File: config.mk
export PLATFORM = sky130hd
export DESIGN_NAME = frame_buffer_pool_allocator
export DESIGN_NICKNAME = d
export VERILOG_FILES = /design/src/rtl/fpa_pkg.sv /design/src/rtl/fpa_mem.sv /design/src/rtl/fpa_ctrl.sv /design/src/rtl/frame_buffer_pool_allocator.sv
export SDC_FILE = /design/constraint.sdc
export NUM_CORES = 1
export LEC_CHECK = 0
export BUFFER_PORTS_ARGS = -buffer_cell sky130_fd_sc_hd__buf_2
export CORE_MARGIN = 5
export CORE_UTILIZATION = 34
export DETAILED_ROUTE_END_ITERATION = 16
export GPL_ROUTABILITY_DRIVEN = 0
export MAX_ROUTING_LAYER = met4
export PLACE_DENSITY = 0.51
export SLEW_MARGIN = 20
export SYNTH_ARGS = -nofsm -noshare
export SYNTH_HDL_FRONTEND = slang
export SYNTH_SLANG_ARGS = --single-unit
export TNS_END_PERCENT = 10
File: constraint.sdc
create_clock -name clk -period 3 [get_ports clk]
set_clock_uncertainty 0.2 [all_clocks]
set_input_delay 0.45 -clock clk [delete_from_list [all_inputs] [get_ports clk]]
set_output_delay 0.45 -clock clk [all_outputs]
set_load 0.02 [all_outputs]
File: src/rtl/fpa_pkg.sv
// Shared types and constants of the frame buffer pool allocator.
package fpa_pkg;

  // Width of entry indexes and of the buffer count.
  localparam int IDX_W    = 4;
  localparam int REQ_ID_W = 16;
  localparam int CFG_W    = 4;
  localparam int S_DATA_W = 24;
  localparam int M_DATA_W = 8;

  // Input word layout.
  localparam int S_MODE_LSB  = 0;
  localparam int S_ID_LSB    = 2;
  localparam int S_MAIN_BIT  = 18;
  localparam int S_INDEX_LSB = 19;

  // Result word layout.
  localparam int OUT_GRANTED_BIT = 0;
  localparam int OUT_DEVICE_BIT  = 5;
  localparam int OUT_READY_BIT   = 6;

  // Request codes.
  localparam logic [1:0] MODE_ACQUIRE = 2'd0;
  localparam logic [1:0] MODE_RELEASE = 2'd1;
  localparam logic [1:0] MODE_MARK    = 2'd2;

  // Entry status codes.
  localparam logic [1:0] ENT_FREE = 2'd0;
  localparam logic [1:0] ENT_MAIN = 2'd1;
  localparam logic [1:0] ENT_PREP = 2'd2;

  typedef enum logic [1:0] {
    S_IDLE,
    S_SCAN,
    S_LAST,
    S_WRITE
  } state_t;

  // Memory port controls.
  typedef struct packed {
    logic rd_en;
    logic wr_en;
    logic clear_all;
  } mem_cmd_t;

  // One result word; granted sits in the lowest bit.
  typedef struct packed {
    logic             content_ready;
    logic             is_device_buffer;
    logic [IDX_W-1:0] granted_index;
    logic             granted;
  } result_t;

endpackage

File: src/rtl/fpa_mem.sv
// Entry table memory: one write port, one registered read port, per-entry valid bits.
module fpa_mem #(
  parameter int ENTRIES = 16,
  parameter int ID_BITS = 16
) (
  input  logic                         clk,
  input  logic                         rst,
  input  fpa_pkg::mem_cmd_t            cmd,
  input  logic [$clog2(ENTRIES)-1:0]   rd_addr,
  input  logic [$clog2(ENTRIES)-1:0]   wr_addr,
  input  logic [ID_BITS+2:0]           wr_data,
  output logic [ID_BITS+2:0]           rd_data
);

  localparam int DW = ID_BITS + 3;

  logic [DW-1:0]      mem [ENTRIES];
  logic [ENTRIES-1:0] valid;
  logic [DW-1:0]      rd_q;
  logic               rd_valid;

  // Storage array and its registered read.
  always_ff @(posedge clk) begin
    if (cmd.wr_en) begin
      mem[wr_addr] <= wr_data;
    end
    if (cmd.rd_en) begin
      rd_q <= mem[rd_addr];
    end
  end

  // An entry that was never written since the last clear reads as all zero.
  // A clear keeps only the entry that is written in the same cycle.
  always_ff @(posedge clk) begin
    if (rst) begin
      valid    <= '0;
      rd_valid <= 1'b0;
    end else begin
      if (cmd.clear_all) begin
        valid <= cmd.wr_en ? (ENTRIES'(1) << wr_addr) : '0;
      end else if (cmd.wr_en) begin
        valid[wr_addr] <= 1'b1;
      end
      if (cmd.rd_en) begin
        rd_valid <= valid[rd_addr];
      end
    end
  end

  assign rd_data = rd_valid ? rd_q : '0;

endmodule

File: src/rtl/fpa_ctrl.sv
// Request sequencer: scans the entry table, picks an entry, writes it back and issues the result.
module fpa_ctrl #(
  parameter int ENTRIES = 16,
  parameter int ID_BITS = 16
) (
  input  logic                               clk,
  input  logic                               rst,
  input  logic                               cfg_valid,
  input  logic [fpa_pkg::CFG_W-1:0]          cfg_data,
  input  logic                               s_valid,
  output logic                               s_ready,
  input  logic [1:0]                         mode,
  input  logic signed [fpa_pkg::REQ_ID_W-1:0] request_id,
  input  logic                               for_main,
  input  logic [fpa_pkg::IDX_W-1:0]          buffer_index,
  output logic                               out_valid,
  input  logic                               out_ready,
  output fpa_pkg::result_t                   out_res,
  output fpa_pkg::mem_cmd_t                  mem_cmd,
  output logic [$clog2(ENTRIES)-1:0]         rd_addr,
  output logic [$clog2(ENTRIES)-1:0]         wr_addr,
  output logic [ID_BITS+2:0]                 wr_data,
  input  logic [ID_BITS+2:0]                 rd_data
);

  localparam int AW    = $clog2(ENTRIES);
  localparam int IW    = fpa_pkg::IDX_W;
  localparam int MAX_I = (ENTRIES - 1 > 15) ? 15 : ENTRIES - 1;
  localparam logic [IW-1:0] MAX_COUNT = IW'(MAX_I);

  fpa_pkg::state_t state, state_next;

  logic [IW-1:0]      count;
  logic [IW-1:0]      cfg_count;
  logic [1:0]         req_mode;
  logic [ID_BITS-1:0] req_id;
  logic               req_main;
  logic [IW-1:0]      req_idx;
  logic               idx_ok;
  logic [IW-1:0]      scan_idx;
  logic [IW-1:0]      end_idx;
  logic               rd_pend;
  logic [IW-1:0]      rd_idx;

  // Candidates found during the scan.
  logic               f_id, f_blank, f_any;
  logic [IW-1:0]      id_idx, blank_idx, any_idx;
  logic               id_filled;

  // Entry captured for release and mark.
  logic [1:0]         ent_status;
  logic [ID_BITS-1:0] ent_id;
  logic               ent_filled;

  // Fields of the entry now on the read port.
  logic [1:0]         rd_status;
  logic [ID_BITS-1:0] rd_id;
  logic               rd_filled;
  logic               rd_free;

  // Write-back decision.
  logic               do_write;
  logic [IW-1:0]      wr_idx;
  logic [1:0]         wr_status;
  logic [ID_BITS-1:0] wr_id;
  logic               wr_filled;
  fpa_pkg::result_t   res;

  logic               accept;
  logic               finish;
  logic               req_idx_ok;

  assign rd_status = rd_data[ID_BITS+2 -: 2];
  assign rd_id     = rd_data[1 +: ID_BITS];
  assign rd_filled = rd_data[0];
  assign rd_free   = (rd_status == fpa_pkg::ENT_FREE);

  // The count is limited to the last entry of the pool.
  assign cfg_count  = (cfg_data > MAX_COUNT) ? MAX_COUNT : cfg_data;

  assign s_ready    = (state == fpa_pkg::S_IDLE);
  assign accept     = s_valid && s_ready;
  assign finish     = (state == fpa_pkg::S_WRITE) && (!out_valid || out_ready);
  assign req_idx_ok = (buffer_index <= count);

  // Next state.
  always_comb begin
    state_next = state;
    unique case (state)
      fpa_pkg::S_IDLE: begin
        if (s_valid) begin
          if (mode == fpa_pkg::MODE_ACQUIRE ||
              ((mode == fpa_pkg::MODE_RELEASE || mode == fpa_pkg::MODE_MARK) && req_idx_ok)) begin
            state_next = fpa_pkg::S_SCAN;
          end else begin
            state_next = fpa_pkg::S_WRITE;
          end
        end
      end
      fpa_pkg::S_SCAN: begin
        if (scan_idx == end_idx) begin
          state_next = fpa_pkg::S_LAST;
        end
      end
      fpa_pkg::S_LAST: begin
        state_next = fpa_pkg::S_WRITE;
      end
      fpa_pkg::S_WRITE: begin
        if (!out_valid || out_ready) begin
          state_next = fpa_pkg::S_IDLE;
        end
      end
      default: begin
        state_next = fpa_pkg::S_IDLE;
      end
    endcase
  end

  // Pick the entry to write back and form the result.
  always_comb begin
    res       = '0;
    do_write  = 1'b0;
    wr_idx    = req_idx;
    wr_status = fpa_pkg::ENT_FREE;
    wr_id     = req_id;
    wr_filled = 1'b0;
    unique case (req_mode)
      fpa_pkg::MODE_ACQUIRE: begin
        wr_status = req_main ? fpa_pkg::ENT_MAIN : fpa_pkg::ENT_PREP;
        priority if (f_id) begin
          do_write  = 1'b1;
          wr_idx    = id_idx;
          wr_filled = id_filled;
        end else if (f_blank) begin
          do_write = 1'b1;
          wr_idx   = blank_idx;
        end else if (f_any) begin
          do_write = 1'b1;
          wr_idx   = any_idx;
        end else if (req_main) begin
          do_write = 1'b1;
          wr_idx   = '0;
        end else begin
          do_write = 1'b0;
        end
        res.granted          = do_write;
        res.granted_index    = do_write ? wr_idx : '0;
        res.is_device_buffer = do_write && (wr_idx == count);
        res.content_ready    = do_write && wr_filled;
      end
      fpa_pkg::MODE_RELEASE: begin
        res.granted_index = req_idx;
        if (idx_ok) begin
          do_write             = 1'b1;
          wr_id                = ent_id;
          wr_filled            = ent_filled && (ent_id != '1);
          res.granted          = 1'b1;
          res.is_device_buffer = (req_idx == count);
          res.content_ready    = wr_filled;
        end
      end
      fpa_pkg::MODE_MARK: begin
        res.granted_index = req_idx;
        if (idx_ok) begin
          do_write             = 1'b1;
          wr_status            = ent_status;
          wr_id                = ent_id;
          wr_filled            = 1'b1;
          res.granted          = 1'b1;
          res.is_device_buffer = (req_idx == count);
          res.content_ready    = 1'b1;
        end
      end
      default: begin
        res = '0;
      end
    endcase
  end

  // Memory port drive; a configuration write clears the table and marks the device entry when the count is nonzero.
  always_comb begin
    mem_cmd.rd_en     = (state == fpa_pkg::S_SCAN);
    mem_cmd.clear_all = cfg_valid;
    rd_addr           = AW'(scan_idx);
    if (cfg_valid) begin
      mem_cmd.wr_en = (cfg_count != '0);
      wr_addr       = AW'(cfg_count);
      wr_data       = {fpa_pkg::ENT_MAIN, {ID_BITS{1'b0}}, 1'b0};
    end else begin
      mem_cmd.wr_en = (state == fpa_pkg::S_WRITE) && do_write;
      wr_addr       = AW'(wr_idx);
      wr_data       = {wr_status, wr_id, wr_filled};
    end
  end

  // Control registers.
  always_ff @(posedge clk) begin
    if (rst) begin
      state     <= fpa_pkg::S_IDLE;
      count     <= '0;
      rd_pend   <= 1'b0;
      out_valid <= 1'b0;
    end else begin
      state   <= state_next;
      rd_pend <= (state == fpa_pkg::S_SCAN);
      if (cfg_valid) begin
        count <= cfg_count;
      end
      if (finish) begin
        out_valid <= 1'b1;
      end else if (out_ready) begin
        out_valid <= 1'b0;
      end
    end
  end

  // Request, scan and result registers.
  always_ff @(posedge clk) begin
    if (accept) begin
      req_mode <= mode;
      req_id   <= ID_BITS'(request_id);
      req_main <= for_main;
      req_idx  <= buffer_index;
      idx_ok   <= req_idx_ok;
      scan_idx <= (mode == fpa_pkg::MODE_ACQUIRE) ? '0 : buffer_index;
      end_idx  <= (mode == fpa_pkg::MODE_ACQUIRE) ? count : buffer_index;
      f_id     <= 1'b0;
      f_blank  <= 1'b0;
      f_any    <= 1'b0;
    end
    if (state == fpa_pkg::S_SCAN) begin
      scan_idx <= scan_idx + 1'b1;
      rd_idx   <= scan_idx;
    end
    // Keep the first free entry of each kind in scan order.
    if (rd_pend) begin
      ent_status <= rd_status;
      ent_id     <= rd_id;
      ent_filled <= rd_filled;
      if (rd_free && (rd_id == req_id) && !f_id) begin
        f_id      <= 1'b1;
        id_idx    <= rd_idx;
        id_filled <= rd_filled;
      end
      if (rd_free && !rd_filled && !f_blank) begin
        f_blank   <= 1'b1;
        blank_idx <= rd_idx;
      end
      if (rd_free && !f_any) begin
        f_any   <= 1'b1;
        any_idx <= rd_idx;
      end
    end
    if (finish) begin
      out_res <= res;
    end
  end

endmodule

File: src/rtl/frame_buffer_pool_allocator.sv
// Top level of the frame buffer pool allocator.
//
// Requests arrive as words on the s_ channel (acquire, release, mark filled) and each
// request gives exactly one result word on the m_ channel. The cfg channel writes the
// number of off-screen buffers; each write reinitializes the pool, and entry count then
// holds the device buffer, busy for main display when the count is nonzero.
// An acquire scans entries 0 to count one per cycle through the table's read port; its
// result rises on m_tvalid together with s_tready, and no new request is accepted
// before then. Release and mark read only their own entry; an index past the device
// entry or an unused code skips the table and goes straight to the write-back state.
// A new request is accepted while the previous result still waits in the output
// register; if the receiver stalls longer, the block holds its next result and stops
// accepting until the output register frees up.
// Reset sets the count to zero and marks every table entry as never written, which
// reads as free, blank and tagged zero. Configuration writes are always taken.
module frame_buffer_pool_allocator #(
  parameter int POOL_ENTRIES = 16,
  parameter int ID_BITS      = 16
) (
  input  logic                           clk,
  input  logic                           rst,
  // Requests: mode[1:0], request_id[17:2], for_main[18], buffer_index[22:19], zero[23].
  input  logic                           s_tvalid,
  output logic                           s_tready,
  input  logic [fpa_pkg::S_DATA_W-1:0]   s_tdata,
  // Results: granted[0], granted_index[4:1], is_device_buffer[5], content_ready[6], zero[7].
  output logic                           m_tvalid,
  input  logic                           m_tready,
  output logic [fpa_pkg::M_DATA_W-1:0]   m_tdata,
  // Configuration: buffers_in_use[3:0].
  input  logic                           cfg_valid,
  output logic                           cfg_ready,
  input  logic [fpa_pkg::CFG_W-1:0]      cfg_data
);

  localparam int AW = $clog2(POOL_ENTRIES);

  logic [1:0]                          mode;
  logic signed [fpa_pkg::REQ_ID_W-1:0] request_id;
  logic                                for_main;
  logic [fpa_pkg::IDX_W-1:0]           buffer_index;
  fpa_pkg::result_t                    res;
  fpa_pkg::mem_cmd_t                   mem_cmd;
  logic [AW-1:0]                       rd_addr;
  logic [AW-1:0]                       wr_addr;
  logic [ID_BITS+2:0]                  wr_data;
  logic [ID_BITS+2:0]                  rd_data;

  // Unpack the request word.
  assign mode         = s_tdata[fpa_pkg::S_MODE_LSB +: 2];
  assign request_id   = s_tdata[fpa_pkg::S_ID_LSB +: fpa_pkg::REQ_ID_W];
  assign for_main     = s_tdata[fpa_pkg::S_MAIN_BIT];
  assign buffer_index = s_tdata[fpa_pkg::S_INDEX_LSB +: fpa_pkg::IDX_W];

  // Configuration is taken in any cycle.
  assign cfg_ready = 1'b1;

  // Pack the result word.
  assign m_tdata = fpa_pkg::M_DATA_W'(res);

  fpa_ctrl #(
    .ENTRIES (POOL_ENTRIES),
    .ID_BITS (ID_BITS)
  ) u_ctrl (
    .clk          (clk),
    .rst          (rst),
    .cfg_valid    (cfg_valid),
    .cfg_data     (cfg_data),
    .s_valid      (s_tvalid),
    .s_ready      (s_tready),
    .mode         (mode),
    .request_id   (request_id),
    .for_main     (for_main),
    .buffer_index (buffer_index),
    .out_valid    (m_tvalid),
    .out_ready    (m_tready),
    .out_res      (res),
    .mem_cmd      (mem_cmd),
    .rd_addr      (rd_addr),
    .wr_addr      (wr_addr),
    .wr_data      (wr_data),
    .rd_data      (rd_data)
  );

  fpa_mem #(
    .ENTRIES (POOL_ENTRIES),
    .ID_BITS (ID_BITS)
  ) u_mem (
    .clk     (clk),
    .rst     (rst),
    .cmd     (mem_cmd),
    .rd_addr (rd_addr),
    .wr_addr (wr_addr),
    .wr_data (wr_data),
    .rd_data (rd_data)
  );

endmodule

==> results of run 1 <==
-- worst max-delay path, stage by stage, from the launching register on --
cell	delay, ps
edfxtp_1	500
or3b_1	410
a211oi_2	340
a21oi_1	160
buf_4	220
nand2b_1	260
nor2_2	280
buf_12	230
-- cell type report --
cell class / instances / area share
sequential: 426 / 0.603
multi-input combinational: 451 / 0.216
timing repair buffer: 139 / 0.0642
clock buffer: 60 / 0.0614
tap: 672 / 0.0405
clock inverter: 23 / 0.0110
inverter: 24 / 0.00434
-- per-layer routing --
layer / vias up / track usage / part of all wire
met3: 59 / 0.0232 / 0.042
li1: 4059 / - / -
met2: 212 / 0.234 / 0.47
met1: 4733 / 0.209 / 0.46
met4: 0 / 0.0403 / 0.020
met5: - / - / 0
-- cell usage in the layout (no fill, tap or decap), drive strengths merged, types with 4 or more instances in the layout --
master | netlist | layout
ha | 14 | 14
o22ai | 5 | 5
nor3b | 4 | 4
nand3 | 10 | 10
mux4 | 100 | 100
a22oi | 11 | 11
clkinv | 1 | 18
nand2 | 67 | 67
xnor2 | 12 | 12
a21o | 5 | 5
a21oi | 35 | 35
o21ba | 4 | 4
mux2i | 4 | 4
o21ai | 15 | 15
a221oi | 5 | 5
dlygate4sd3 | 0 | 26
and2 | 24 | 24
inv | 23 | 24
nor2 | 42 | 42
a32oi | 6 | 6
edfxtp | 398 | 398
nand4 | 13 | 13
dfxtp | 28 | 28
nor2b | 14 | 14
nor3 | 7 | 7
xor2 | 7 | 7
nand3b | 5 | 5
clkbuf | 27 | 60
a211oi | 6 | 6
buf | 20 | 113
nand2b | 10 | 10
-- logic make-up (layout without fill, tap and decap cells) --
logic type,Yosys count,count (layout),synth area share
AOI/OAI and AO/OA,103,103,0.0420
muxes,104,104,0.133
and+or+nand+nor,209,209,0.0632
adders and majority gates,14,14,0.0101
DFF,426,426,0.725
buffers and inverters,71,246,0.0173
other,2,2,0.000435
xor gates and xnor gates,19,19,0.00964
-- worst paths after layout --
path / start / endpoint / slack [ps] / depth (start not counted)
setup reg to reg: u_ctrl.req_main$_DFFE_PP_ / u_mem.mem[11][4]$_DFFE_PP_ / 100 / 7
setup / recovery: u_ctrl.req_main$_DFFE_PP_ / u_mem.mem[11][4]$_DFFE_PP_ / 100 / 7
hold / removal: rst / u_ctrl.out_valid$_SDFFE_PP0P_ / 130 / 2
hold reg to reg: u_mem.valid[10]$_SDFFE_PP0P_ / u_mem.valid[10]$_SDFFE_PP0P_ / 270 / 2
-- registers in the layout (all words and copies together), names as in the netlist, 7 cells and up --
name and count:
u_mem.rd_q 19, u_mem.mem 304, u_ctrl.ent_id 16, u_ctrl.out_res 7, u_mem.valid 16, u_ctrl.req_id 16
-- synthesized netlist by cell type (3+ instances only) --
library cell  count
nand4_1          13
mux4_2          100
and2_1           24
a221oi_2          3
nand3_1          10
nor2_1           42
nand2_1          67
inv_1            23
nand3b_1          5
a21oi_1          35
edfxtp_1        398
xnor2_1          12
nor3b_1           4
a32oi_1           6
a22oi_1          11
nor3_2            3
nor2b_1          14
dfxtp_1          28
ha_1             14
o22ai_1           5
nand2b_1         10
xor2_1            7
o21ba_1           4
a211oi_1          3
mux2i_1           4
o21ai_0          15
clkbuf_1         27
buf_1             3
a21o_1            5
buf_2            14
-- per-stage QoR --
| step | hold slack, ps | setup slack (ps) |
|---|---|---|
| after floorplan | 224 | -287 |
| after global placement | 255 | 134 |
| after detailed placement | 256 | 134 |
| after CTS | 96.8 | 108 |
| after global routing | 158 | 6.63 |
| final | 129 | 98.0 |
-- report_power, final --
| group | switching, mW | internal (mW) |
|---|---|---|
| clock network | 2.34 | 3.27 |
| logic | 2.28 | 2.05 |
| registers | 0.400 | 7.43 |
-- what timing repair did --
item / CTS / global route
gates resized for setup: 0 / 0
hold buffers: 26 / 0
hold endpoints to repair: 26 / 0
==> results.cfg, run 1 <==
[status]
outcome = finished clean

[floorplan]
die_h_um = 235
die_w_um = 235
die_area_um2 = 55400
fp-row-count = 82
io_pins = 44
initial_utilization = 0.344
core-area_um2 = 50200

[cells_and_area]
area_delta_synth_final_pct = 20.2
final_core_util = 0.414
layout.nets = 1135
final_cell_area_um2 = 20800
seqCellArea_um2 = 12500
multi_input_area_um2 = 4480
num_antenna_cells = 0
drive_gt1_frac = 0.272
fill_cells = 4487
final_cell_count_no_fill = 1795

[grt]
grt-ovfl-total = 0
grt_start_max_net_pins = 43
grt_pass1_wl_mm = 61.0
grt.total_usage = 0.151
grt_pass1_vias = 9329
antenna_found_initial = 0

[route]
drc_errors = 0
wl_per_cell_um = 22.8
first_iter_violations = 728
vias = 9063
drt-total-wl_mm = 40.9
ant_nets = 0
firstDrtPassIters = 5
vias_per_cell = 5.05

[place]
post_dp_cell_area_um2 = 19000
numPortBuffers = 40
placedCellCount = 1686
dp_hpwl_mm = 25.0

[sta]
hold_viol = 0
worst_pin_slew_ps = 695
clock.fmax_mhz = 345
rsz0062_at_grt = no
fin_crit_ps = 2900
post-route-period-util = 0.967
slew_headroom = 0.536
finalSetupViolCount = 0
drv_slew = 0
setup_tns_ps = 0

[yosys]
yosysTopAreaCellShare = 0.692
syn_avg_cell_area_um2 = 18.2
syn_nets = 995
synth_area_leaders = edfxtp_1 (69%), mux4_2 (13%), dfxtp_1 (3.2%)
synth_edf_count = 398
ys_seq_area_frac = 0.725
yosys.area.top_type = edfxtp_1
ys.warnings.count = 0
syn_area_um2 = 17300
synthArstFlopShare = 0
syn-instance-count = 948
ys_ff_latch = 426
yosysUniqueCellTypes = 59
synth_ff_type = edfxtp_1

[worst_setup_path]
start_kind = register
worst-path-max-fanout = 14
worstPathArrival_ps = 2970
worstSetupEndpointType = register
worstSetupPathType = register to register
worstPathRequired_ps = 3070

[clock_network]
cts.sink_count = 426
cts_made_buffers = 46
clock_path_buffers = 3
htree_levels = 2
cts_tree = yes
postCtsSetupBuffers = 0
clk_pin_slew_ps = 60
clock_latency_ps = 590
root_buffer = clkbuf_16

[power]
power_density_nw_per_um2 = 855
p_leak_nw = 7.02
power.total_mw = 17.8
ir_worst_vdd_v = 0.000519

[worst_hold_path]
hold_path_class = input port to register

[flow_run]
cap_violations = 0
No activity file was read; power rests on OpenSTA's default activity.
==> run 2: changes to the inputs <==
SETUP_SLACK_MARGIN = 0.2   (was default)
==> run 2 against run 1 <==
  * Setup slack gained 170 ps
  * Register-to-register slack gained 170 ps
  * Sequential power shrank 0.8%
  * Clock-buffer cell count shrank 8
  * Critical path type unchanged
==> results.cfg, run 2 (same netlist as run 1, synthesis figures left out) <==
[status]
outcome = finished clean

[cells_and_area]
num_antenna_cells = 0
largest_reg_flops = 304
largestRegisters = u_mem.mem (304), u_mem.rd_q (19)
final_common_cell = edfxtp_1
top_register = u_mem.mem
area_delta_synth_final_pct = 20.1
layout.nets = 1138
mostFrequentLayoutCells = edfxtp_1 (398), mux4_2 (100), nand2_1 (67)
fill_cells = 4494
drive_gt1_frac = 0.273

[place]
place_ws_ps = 155
numPortBuffers = 40
dp_hpwl_mm = 24.3

[clock_network]
clk_pin_slew_ps = 60
cts.sink_count = 426
clock_latency_ps = 570
cts_tree = yes
clock_path_buffers = 3
htree_levels = 2
root_buffer = clkbuf_16
cts_made_buffers = 47

[route]
ant_nets = 0
vias = 9018
first_iter_violations = 603
drt-total-wl_mm = 41.0
wl_per_cell_um = 22.8
firstDrtPassIters = 5
drc_errors = 0
vias_per_cell = 5.02

[floorplan]
core-area_um2 = 50200
die_w_um = 235
die_area_um2 = 55400
io_pins = 44
die_h_um = 235
fp-row-count = 82
initial_utilization = 0.344

[worst_setup_path]
r2r_cells = 9
cp_num_buf_inv = 3
worstPathArrival_ps = 2790
critPathMaxStageDelay_ps = 430
slowest_stage = edfxtp_1
rr_endpoint = u_mem.mem[6][2]$_DFFE_PP_
cp_top_family = simple AND/OR/NAND/NOR gates
worstPathRequired_ps = 3050
crit_chain = inv_1 -> ha_1 -> buf_4 -> and3b_1 -> a221oi_2 -> a311o_2 -> or2_2 -> nor2_2 -> buf_12
worstSetupPathType = register to register
worstSetupEndpointType = register
worst-path-max-fanout = 19
start_kind = register
worstReg2RegStart = u_ctrl.req_mode[1]$_DFFE_PP_
reg2reg_slack_ps = 260

[sta]
slew_headroom = 0.485
rsz0062_at_grt = yes
post-route-period-util = 0.912
whs_ps = 118
fin_crit_ps = 2740
setup_tns_ps = 0
finalSetupViolCount = 0
clock.fmax_mhz = 366
drv_slew = 0
worst_pin_slew_ps = 767
hold_viol = 0
worst_slack_ps = 265

[worst_hold_path]
hold_path_end = u_ctrl.count[3]$_SDFFE_PP0P_
hold_path_class = input port to register
min-delay-start = cfg_valid
hold_depth = 3

[power]
power_density_nw_per_um2 = 854
p_leak_nw = 7.01
ir_worst_vdd_v = 0.000442
power.total_mw = 17.7

[grt]
grt-ovfl-total = 0
antenna_found_initial = 0
grt.total_usage = 0.151
grt_start_max_net_pins = 36
grt_pass1_vias = 9302
grt_pass1_wl_mm = 61.7

[flow_run]
cap_violations = 0
## run 2: changes by cell type in the layout (fill, tap and decap cells not counted), moves of 2 or more
cell,change
clkinv_1,+10
clkbuf_1,-4
clkbuf_8,-4
buf_4,+2
clkinv_2,-2
## run 2: timing repair
item,4_1_cts,5_1_grt
endpoints found under the setup margin,24,156
endpoints found under the hold margin,26,0
resized for setup,1,5
hold buffers,26,0
setup buffers,1,0
## run 2: worst max path at each step
stage,start,end,slack [ps],cells past startpoint
CTS,u_ctrl.req_mode[0]$_DFFE_PP_,u_mem.mem[3][11]$_DFFE_PP_,220,8
detailed placement,u_ctrl.f_id$_DFF_P_,u_mem.mem[3][12]$_DFFE_PP_,160,6
global route,u_ctrl.req_main$_DFFE_PP_,u_mem.mem[12][4]$_DFFE_PP_,140,8
floorplan,u_ctrl.req_mode[0]$_DFFE_PP_,u_mem.mem[4][0]$_DFFE_PP_,10,8
global placement,u_ctrl.f_id$_DFF_P_,u_mem.mem[3][12]$_DFFE_PP_,180,6
finish,u_ctrl.req_mode[1]$_DFFE_PP_,u_mem.mem[6][2]$_DFFE_PP_,260,9
## run 2: power by group
group / leakage, nW / switching, mW / internal (mW)
clock network: 0.714 / 2.31 / 3.15
logic: 2.39 / 2.37 / 2.09
registers: 3.90 / 0.350 / 7.42
## run 2: layout make-up
class	instances	area, um2	share of cell area
clock buffer	52	1200	0.0581
clock inverter	32	246	0.0119
inverter	24	90.1	0.00434
multi-input combinational	451	4500	0.217
sequential	426	12500	0.603
tap	672	841	0.0405
timing repair buffer	141	1340	0.0646
## run 2: per-layer routing
layer	up-vias	track usage	wire, um
met5	-	-	0
met4	0	0.0442	1040
met3	61	0.0214	1450
met2	175	0.235	19400
met1	4719	0.210	19200
li1	4063	-	-
## run 2: through the flow
step                std cells  area (um2)  utilization
finish                   1798       20700        0.413
global placement         1687       19000        0.379
floorplan                 948       17300            -
CTS                      1798       20700        0.413
detailed placement       1687       19000        0.379
global route             1798       20700        0.413
## run 2: worst reg2reg max path: cells and delay by family (launching register included)
family          cells  cell delay (ps)
flops               1              430
fa+ha+maj           1              210
compound gates      2              440
buf+inv             3              500
simple gates        3              620
==> run 3: changes to the inputs <==
--- a/config.mk
+++ b/config.mk
@@ -7,4 +7,5 @@
 export LEC_CHECK = 0
 export BUFFER_PORTS_ARGS = -buffer_cell sky130_fd_sc_hd__buf_2
+export CORE_ASPECT_RATIO = 0.8
 export CORE_MARGIN = 5
 export CORE_UTILIZATION = 34
==> constraint.sdc (replaced) <==
create_clock -name clk -period 3 [get_ports clk]
set_clock_uncertainty 0.2 [all_clocks]
set_input_delay 0.45 -clock clk [delete_from_list [all_inputs] [get_ports clk]]
set_output_delay 0.45 -clock clk [all_outputs]
set_load 0.005 [all_outputs]
==> run 3 against run 2 <==
  * Wire length up 2.4%
  * Critical path type unchanged
  * Clock power decreased by 2%
  * First-iteration DRC count increased by 24%
  * Design area shrank 0.72%
  * Highest routed layer unchanged
  * Clock-buffer cell count is 4 higher
==> results.cfg, run 3 (same netlist as run 1, synthesis figures left out) <==
[worst_setup_path]
cp_top_family = simple AND/OR/NAND/NOR gates
worstSetupPathType = register to register
slowest_stage = edfxtp_1
worstSetupEndpointType = register
start_kind = register
worstPathArrival_ps = 2840
cp_num_buf_inv = 2
critPathMaxStageDelay_ps = 470
worstPathRequired_ps = 3050
crit_chain = or3b_1 -> a211oi_4 -> a21oi_1 -> buf_4 -> or2_4 -> nor3_4 -> buf_4
critical-path-top-cell-by-count = buf_4
worst-path-max-fanout = 14

[grt]
grt_start_max_net_pins = 54
grt.total_usage = 0.157
grt-ovfl-total = 0
antenna_found_initial = 0
grt_pass1_vias = 9330
grt_pass1_wl_mm = 62.4

[sta]
worst_slack_ps = 211
setup_tns_ps = 0
rsz0062_at_grt = yes
slew_headroom = 0.471
clock.fmax_mhz = 359
post-route-period-util = 0.930
hold_viol = 0
finalSetupViolCount = 0
fin_crit_ps = 2790
drv_slew = 0
worst_pin_slew_ps = 792

[power]
ir_worst_vdd_v = 0.000564
power_density_nw_per_um2 = 852
p_leak_nw = 6.93

[clock_network]
cts_tree = yes
clock_latency_ps = 570
clock_path_buffers = 3
root_buffer = clkbuf_16
cts.sink_count = 426
htree_levels = 2
cts_made_buffers = 45
clk_pin_slew_ps = 60

[flow_run]
cap_violations = 0

[route]
first_iter_violations = 745
drc_errors = 0
vias = 9056
vias_per_cell = 5.05
drt-total-wl_mm = 42.0
wl_per_cell_um = 23.4
ant_nets = 0
firstDrtPassIters = 6

[place]
place_ws_ps = 142
placedCellCount = 1682
dp_hpwl_mm = 25.1
numPortBuffers = 40

[floorplan]
io_pins = 44
die_w_um = 262
die_h_um = 212
core-area_um2 = 50000
fp-row-count = 73
initial_utilization = 0.346
die_area_um2 = 55400

[cells_and_area]
area_delta_synth_final_pct = 19.2
largestRegisters = u_mem.mem (304), u_mem.rd_q (19)
layout.nets = 1129
final_cell_count_no_fill = 1794
num_antenna_cells = 0
final_common_cell = edfxtp_1
largest_reg_flops = 304
mostFrequentLayoutCells = edfxtp_1 (398), mux4_2 (100), nand2_1 (67)
drive_gt1_frac = 0.276
top_register = u_mem.mem

[status]
outcome = finished clean

[worst_hold_path]
hold_path_class = input port to register
run 3: path summary, 6_finish.rpt:
kind                                              startpoint  cells after the start  slack (ps)                      endpoint
worst max register to register     u_ctrl.req_main$_DFFE_PP_                      7         210    u_mem.mem[7][13]$_DFFE_PP_
worst min-delay path                               cfg_valid                      3         120  u_ctrl.count[0]$_SDFFE_PP0P_
worst max-delay path               u_ctrl.req_main$_DFFE_PP_                      7         210    u_mem.mem[7][13]$_DFFE_PP_
worst min register to register  u_mem.valid[14]$_SDFFE_PP0P_                      2         260  u_mem.valid[14]$_SDFFE_PP0P_
run 3: layer usage:
layer | up-vias | track usage | wire length (um)
met3 | 48 | 0.0261 | 1780
li1 | 4058 | - | -
met1 | 4759 | 0.223 | 19900
met5 | - | - | 0
met2 | 191 | 0.244 | 19800
met4 | 0 | 0.0305 | 591
run 3: final cells by class:
| type | instances | area [um2] |
|---|---|---|
| Fill cell | 4500 | 29400 |
| Sequential cell | 426 | 12500 |
| Multi-Input combinational cell | 451 | 4500 |
| Timing Repair Buffer | 134 | 1240 |
| Clock buffer | 56 | 1180 |
| Tap cell | 675 | 845 |
| Clock inverter | 28 | 223 |
| Inverter | 24 | 90.1 |
run 3: worst min-delay path, stage by stage:
cell,delay [ps]
buf_2,180
mux2i_1,140
nor2_1,80
run 3: power by group:
group	switching (mW)	leakage, nW	internal (mW)
sequential	0.371	3.90	7.42
combinational	2.36	2.34	2.04
clock	2.34	0.694	2.99
run 3: timing repair:
item,in CTS,in global routing
pin swaps,0,1
resized for setup,4,6
hold endpoints to repair,26,0
endpoints found under the setup margin,134,308
hold buffers,26,0
buffers inserted,1,1
run 3: metrics by stage:
step	hold slack, ps	instance area [um2]	utilization	total power [mW]
final	124	20600	0.412	17.5
after global routing	135	20600	0.412	18.4
after CTS	94.5	20600	0.412	17.7
after detailed placement	257	18900	0.378	12.3
after global placement	254	18900	0.378	12.3
after floorplan	224	17300	-	10.7
